===== src/rtl/core/table_search_linear_interp_defines.svh =====
// Assertion macros shared by the RTL that checks itself.
`ifndef TABLE_SEARCH_LINEAR_INTERP_DEFINES_SVH
`define TABLE_SEARCH_LINEAR_INTERP_DEFINES_SVH
`ifndef SYNTHESIS
// Assert a property on the rising clock edge, disabled during reset.
`define TSLI_ASSERT(label, prop, msg) \
  label: assert property (@(posedge clk_i) disable iff (!rst_ni) (prop)) else $error(msg);
// Assert that the consequent holds whenever the antecedent does.
`define TSLI_ASSERT_IMP(label, ante, cons, msg) \
  `TSLI_ASSERT(label, (ante) |-> (cons), msg)
`else
`define TSLI_ASSERT(label, prop, msg)
`define TSLI_ASSERT_IMP(label, ante, cons, msg)
`endif
`endif


===== src/rtl/core/tsli_pkg.sv =====
package tsli_pkg;

  // Default table size and fixed field widths.
  localparam int unsigned TableDepthDef = 1024;
  localparam int unsigned CfgW          = 11;
  localparam int unsigned IdxInW        = 10;
  localparam int unsigned QuotW         = 34;
  localparam int unsigned DivCntW       = 6;

  // Opcodes of an input word.
  localparam logic OPC_LOAD  = 1'b0;
  localparam logic OPC_QUERY = 1'b1;

  // Lookup status codes.
  localparam logic [1:0] ST_INTERP = 2'd0;
  localparam logic [1:0] ST_BELOW  = 2'd1;
  localparam logic [1:0] ST_ABOVE  = 2'd2;
  localparam logic [1:0] ST_EXACT  = 2'd3;

  // Datapath operations issued by the controller.
  typedef enum logic [4:0] {
    OP_IDLE,
    OP_ACCEPT,
    OP_RD_ENDS,
    OP_CLASSIFY,
    OP_RD_ENTRY,
    OP_FILL_ENTRY,
    OP_SRCH_RD,
    OP_SRCH_CMP,
    OP_RD_K,
    OP_RD_K1,
    OP_CAP_K1,
    OP_PREP,
    OP_MUL,
    OP_DIV_INIT,
    OP_DIV_STEP,
    OP_FIN,
    OP_EMIT
  } dp_op_e;

  typedef struct packed {
    dp_op_e op;
  } cmd_t;

  typedef struct packed {
    logic load_item;
    logic below;
    logic above;
    logic eq_first;
    logic eq_last;
    logic srch_more;
    logic hit;
    logic div_last;
    logic lane_last;
  } sts_t;

endpackage


===== src/rtl/core/tsli_ctrl.sv =====
module tsli_ctrl (
  input  logic          clk_i,
  input  logic          rst_ni,
  input  logic          in_valid_i,
  output logic          in_ready_o,
  output logic          out_valid_o,
  input  logic          out_ready_i,
  input  tsli_pkg::sts_t sts_i,
  output tsli_pkg::cmd_t cmd_o
);

  typedef enum logic [3:0] {
    S_IDLE,
    S_RD_ENDS,
    S_CLASSIFY,
    S_RD_ENTRY,
    S_FILL_ENTRY,
    S_SRCH_RD,
    S_SRCH_CMP,
    S_RD_K,
    S_RD_K1,
    S_CAP_K1,
    S_PREP,
    S_MUL,
    S_DIV_INIT,
    S_DIV_STEP,
    S_FIN,
    S_DONE
  } state_e;

  state_e state_q, state_d;
  logic   out_valid_q, out_valid_d;
  logic   emit;

  assign in_ready_o  = (state_q == S_IDLE);
  assign out_valid_o = out_valid_q;
  assign emit        = (state_q == S_DONE) && (!out_valid_q || out_ready_i);

  // Operation for the datapath in each state.
  always_comb begin
    case (state_q)
      S_IDLE:       cmd_o.op = in_valid_i ? tsli_pkg::OP_ACCEPT : tsli_pkg::OP_IDLE;
      S_RD_ENDS:    cmd_o.op = tsli_pkg::OP_RD_ENDS;
      S_CLASSIFY:   cmd_o.op = tsli_pkg::OP_CLASSIFY;
      S_RD_ENTRY:   cmd_o.op = tsli_pkg::OP_RD_ENTRY;
      S_FILL_ENTRY: cmd_o.op = tsli_pkg::OP_FILL_ENTRY;
      S_SRCH_RD:    cmd_o.op = tsli_pkg::OP_SRCH_RD;
      S_SRCH_CMP:   cmd_o.op = tsli_pkg::OP_SRCH_CMP;
      S_RD_K:       cmd_o.op = tsli_pkg::OP_RD_K;
      S_RD_K1:      cmd_o.op = tsli_pkg::OP_RD_K1;
      S_CAP_K1:     cmd_o.op = tsli_pkg::OP_CAP_K1;
      S_PREP:       cmd_o.op = tsli_pkg::OP_PREP;
      S_MUL:        cmd_o.op = tsli_pkg::OP_MUL;
      S_DIV_INIT:   cmd_o.op = tsli_pkg::OP_DIV_INIT;
      S_DIV_STEP:   cmd_o.op = tsli_pkg::OP_DIV_STEP;
      S_FIN:        cmd_o.op = tsli_pkg::OP_FIN;
      S_DONE:       cmd_o.op = emit ? tsli_pkg::OP_EMIT : tsli_pkg::OP_IDLE;
      default:      cmd_o.op = tsli_pkg::OP_IDLE;
    endcase
  end

  // Next state.
  always_comb begin
    state_d = state_q;
    case (state_q)
      S_IDLE: begin
        if (in_valid_i) begin
          state_d = sts_i.load_item ? S_IDLE : S_RD_ENDS;
        end
      end
      S_RD_ENDS:  state_d = S_CLASSIFY;
      S_CLASSIFY: begin
        if (sts_i.below || sts_i.above || sts_i.eq_first || sts_i.eq_last) begin
          state_d = S_RD_ENTRY;
        end else begin
          state_d = S_SRCH_RD;
        end
      end
      S_RD_ENTRY:   state_d = S_FILL_ENTRY;
      S_FILL_ENTRY: state_d = S_DONE;
      S_SRCH_RD:    state_d = sts_i.srch_more ? S_SRCH_CMP : S_RD_K;
      S_SRCH_CMP:   state_d = sts_i.hit ? S_RD_K : S_SRCH_RD;
      S_RD_K:       state_d = S_RD_K1;
      S_RD_K1:      state_d = S_CAP_K1;
      S_CAP_K1:     state_d = S_PREP;
      S_PREP:       state_d = S_MUL;
      S_MUL:        state_d = S_DIV_INIT;
      S_DIV_INIT:   state_d = S_DIV_STEP;
      S_DIV_STEP:   state_d = sts_i.div_last ? S_FIN : S_DIV_STEP;
      S_FIN:        state_d = sts_i.lane_last ? S_DONE : S_PREP;
      S_DONE:       state_d = emit ? S_IDLE : S_DONE;
      default:      state_d = S_IDLE;
    endcase
  end

  // The result register is full from its load until the receiver takes it.
  always_comb begin
    if (emit) begin
      out_valid_d = 1'b1;
    end else if (out_ready_i) begin
      out_valid_d = 1'b0;
    end else begin
      out_valid_d = out_valid_q;
    end
  end

  always_ff @(posedge clk_i or negedge rst_ni) begin
    if (!rst_ni) begin
      state_q     <= S_IDLE;
      out_valid_q <= 1'b0;
    end else begin
      state_q     <= state_d;
      out_valid_q <= out_valid_d;
    end
  end

endmodule


===== config.mk =====
export PLATFORM = sky130hd
export DESIGN_NAME = tsli_ctrl
export DESIGN_NICKNAME = d
export VERILOG_FILES = /design/src/rtl/core/table_search_linear_interp_defines.svh /design/src/rtl/core/tsli_pkg.sv /design/src/rtl/core/tsli_ctrl.sv
export SDC_FILE = /design/constraint.sdc
export NUM_CORES = 1
export LEC_CHECK = 0
export BUFFER_PORTS_ARGS = -buffer_cell sky130_fd_sc_hd__buf_2
export CORE_AREA = 4 4 41 43
export CTS_CLUSTER_SIZE = 10
export DETAILED_ROUTE_END_ITERATION = 12
export DIE_AREA = 0 0 45 47
export PLACE_DENSITY = 0.59
export SYNTH_ARGS = -nofsm -noshare
export SYNTH_HDL_FRONTEND = slang
export SYNTH_SLANG_ARGS = --single-unit

===== constraint.sdc =====
create_clock -name clk_i -period 2 [get_ports clk_i]
set_clock_uncertainty 0.2 [all_clocks]
set_input_delay 0.3 -clock clk_i [delete_from_list [all_inputs] [get_ports clk_i]]
set_output_delay 0.3 -clock clk_i [all_outputs]
set_load 0.02 [all_outputs]

# Word level (Yosys, flattened, before mapping)
# Index checks and enable logic that the tools add are counted.
# word_totals
regBits	5
wordCells	40
# op_classes
n_eq_ne	16
mux	14
reduce_logical	8
# ops
operator	n
case mux 5 bit (16 select lines)	1
case mux 4 bit (16 select lines)	1
equality test 4 bit (second input constant)	8
equality test 4 x 3 -> 1 bit (second input constant)	4
equality test 4 x 2 -> 1 bit (second input constant)	2
two-way mux 4 bit	2
two-way mux 3 bit	2
two-way mux 1 bit	5
two-way mux 5 bit	1
equality test 4 x 1 -> 1 bit (second input constant)	1
zero test 4 bit	1
logical OR 1 bit	4
two-way mux 2 bit	2
inequality test 2 bit (second input constant)	1
nonzero test 2 bit	1
logical AND 1 bit	1
zero test 1 bit	1

# Logic depth before layout (Yosys ltp)
# logic_depth
word_depth	5
depth_mapped	4
mapped_depth_nobuf	3

# Worst setup path before layout
# OpenSTA, ideal clock, no wires.
# synth_path
path_kind	register -> output
start	register state_q[0]
end	output port in_ready_o
setup_slack_ns	0.377
path_stages_with_launch	3
required_ns	1.500
n_path_buf	1
arrival_ns	1.123
path_cell_list	dfrtp_1 -> buf_2 -> nor4_2
# synth_between
elab_chain_len	1
# synth_rtl
item	line	rtl
start: declaration	tsli_ctrl.sv:31	state_e state_q, state_d;
start signal: assignment	tsli_ctrl.sv:112	state_q <= state_d;
zero test 4 bit	tsli_ctrl.sv:35	assign in_ready_o = (state_q == S_IDLE);
end: declaration	tsli_ctrl.sv:5	output logic in_ready_o,
# No other way between the ends.

==> metrics.cfg <==
[run_status]
status=complete, no violations

[global_routing]
grt_pass1_wl_um=1660
grt.total_usage=0.107
grt_pass1_vias=390
grt_max_degree=18
grt.overflow.total=0
antenna_found_initial=0

[timing]
setup_viol=0
tns_ns=0
worst_pin_slew_ns=0.352
rsz0062_at_grt=no
hold_viol=0
clock.fmax_ghz=0.533
maxSlewHeadroom=0.763
period_needed_ns=1.87
drv_slew=0
min_period_over_period=0.937

[placed_design]
place_inst=84
globalplace.congestion=0.699
port_buffers=19
place_hpwl_um=802

[floorplanning]
io_pins=20
initial_utilization=0.329
coreArea_mm2=0.00130
die_h_um=47
die-area_mm2=0.00212
rows=13
chipWidth_um=45

[synth]
synthMuxAreaShare=0
synth_warnings=0
synthArstFlopShare=1.00
syn_area_um2=428
synthFlopType=dfrtp_1
ys_seq_area_frac=0.292
synthDistinctLibCells=28
synth.avg_cell_area_um2=8.39
synth_top_family_by_area=simple AND/OR/NAND/NOR gates
synthAdderAreaFrac=0
netlist_instances=51
synth_seq_cells=5
synth_nets=64
synthXorXnorAreaFrac=0.0614
synth-simple-area-share=0.360
synth_compound_area_frac=0.240
synth-edff-count=0

[finish]
antennaDiodeCount=0
fin_nets=88
mostFrequentLayoutCell=buf_2
layout.cells.non_filler=89
final_cell_mix=19 x buf_2, 4 x nor2_1
synthToLayoutAreaGrowth_pct=36.3
layout-drive-gt1-share=0.392

[critical_path]
crit_path_cell_trace=buf_4, nor4_1, nor2_1, buf_2
cp_slowest_cell=dfrtp_1
start_kind=flop
worstPathRequired_ns=1.50
worst-setup-path-type=flop to output pin
max_stage_delay_ns=0.46
critPathArrivalTime_ns=1.37
timing.rr.end=state_q[1]
crit_path_end_kind=output pin
reg2reg_from=state_q[0]
reg2reg_depth=3
r2r_slack_ns=0.40
crit_fanout=10

[clock_tree]
cts_tree=yes
cts_buffers=3
clk_pin_slew_ns=0.04
htreeDepth=1
clock-sinks=5
cts_buffer_depth=2
clock_latency_ns=0.24
postCtsSetupBuffers=0
root_buffer=clkbuf_4

[detailed_routing]
wl_um=1060
drt_pass1_iterations=3
drt_iter0_drc=10
drcViolationCount=0
detail-route-antenna-nets=0
routedWlPerCell_um=11.9
via_count=452
drt-vias-per-instance=5.08

[power]
ir_drop_mv=1.12
power.leakage_nw=0.261
p_per_area_mw_per_mm2=1710

[min_path]
hp-class=primary input to flop
min_to=state_q[0]
hold_path_depth=3
worstHoldStart=sts_i[8]

[flow_run]
cap_violations=0

flip-flops by register name, summed over array words and instances, names as in the netlist:
name	count
out_valid_o	1
state_q	4
power breakdown:
part	internal [mW]	leakage [nW]	switching, mW
Clock	0.0751	0.0150	0.0373
Combinational	0.276	0.188	0.315
Sequential	0.156	0.0581	0.136
Total	0.507	0.261	0.488
metrics by stage:
step	setup slack [ns]	instance area [um^2]	power [mW]	hold WS [ns]	util
after floorplan	0.377	428	0.691	-0.196	-
after global placement	0.301	544	0.869	-0.0836	0.418
after detailed placement	0.284	544	0.873	-0.0833	0.418
after CTS	0.0109	581	0.998	0.127	0.446
after global routing	0.00797	583	1.08	0.125	0.448
final	0.125	583	0.995	0.125	0.448
area by class of cell:
class	instances	area, um^2
repair buffers	23	128
flip-flops and latches	5	128
clock buffers	4	26.3
well taps	15	18.8
fillers	135	718
multi-input cells	42	283
logic make-up (layout without fill, tap and decap cells):
family | count (synthesis) | count (layout)
AND/OR/NAND/NOR | 24 | 24
AO/OA/AOI/OAI | 15 | 15
flip-flops | 5 | 5
buffers and inverters | 4 | 27
XOR/XNOR | 3 | 3
cells in the mapped netlist (all sizes together), types with 2 or more instances:
cell    n  area [um^2]
o211ai  2         15.0
nor2b   3         18.8
o21ai   3         15.0
nor2    4         15.0
a21oi   2         10.0
a31oi   2         12.5
xnor2   2         17.5
a32oi   2         17.5
buf     4         20.0
dfrtp   5          125
nor4    3         25.0
nand2   3         11.3
nand2b  3         18.8
what timing repair did:
action | in CTS | in global routing
endpoints found under the setup margin | 0 | 3
hold buffers | 1 | 0
hold endpoints to repair | 5 | 0
gates resized for setup | 0 | 2
routing by layer:
metal  wire length [um]  GRT usage  up-vias
li1                   -          -      241
met1                514      0.144      195
met2                463      0.158       16
met3                 81     0.0383        0
met4                  0     0.0351        0
met5                  0          0        -
worst max-delay path, delay by kind of cell (launching register included):
kind	cells	cell delay [ns]
buffers and inverters	2	0.37
AND/OR/NAND/NOR	2	0.31
flip-flops	1	0.46
how the worst max path moves through the flow:
stage	start	end	slack [ns]	depth (start not counted)
6_report	state_q[3]	cmd_o[0]	0.13	4
5_1_grt	state_q[3]	cmd_o[0]	0.008	4
4_1_cts	state_q[1]	cmd_o[4]	0.01	3
3_5_place_dp	state_q[1]	cmd_o[4]	0.28	3
3_3_place_gp	state_q[1]	cmd_o[4]	0.30	3
2_1_floorplan	state_q[0]	in_ready_o	0.38	2
Note: power is estimated with default switching activity, not from simulation.
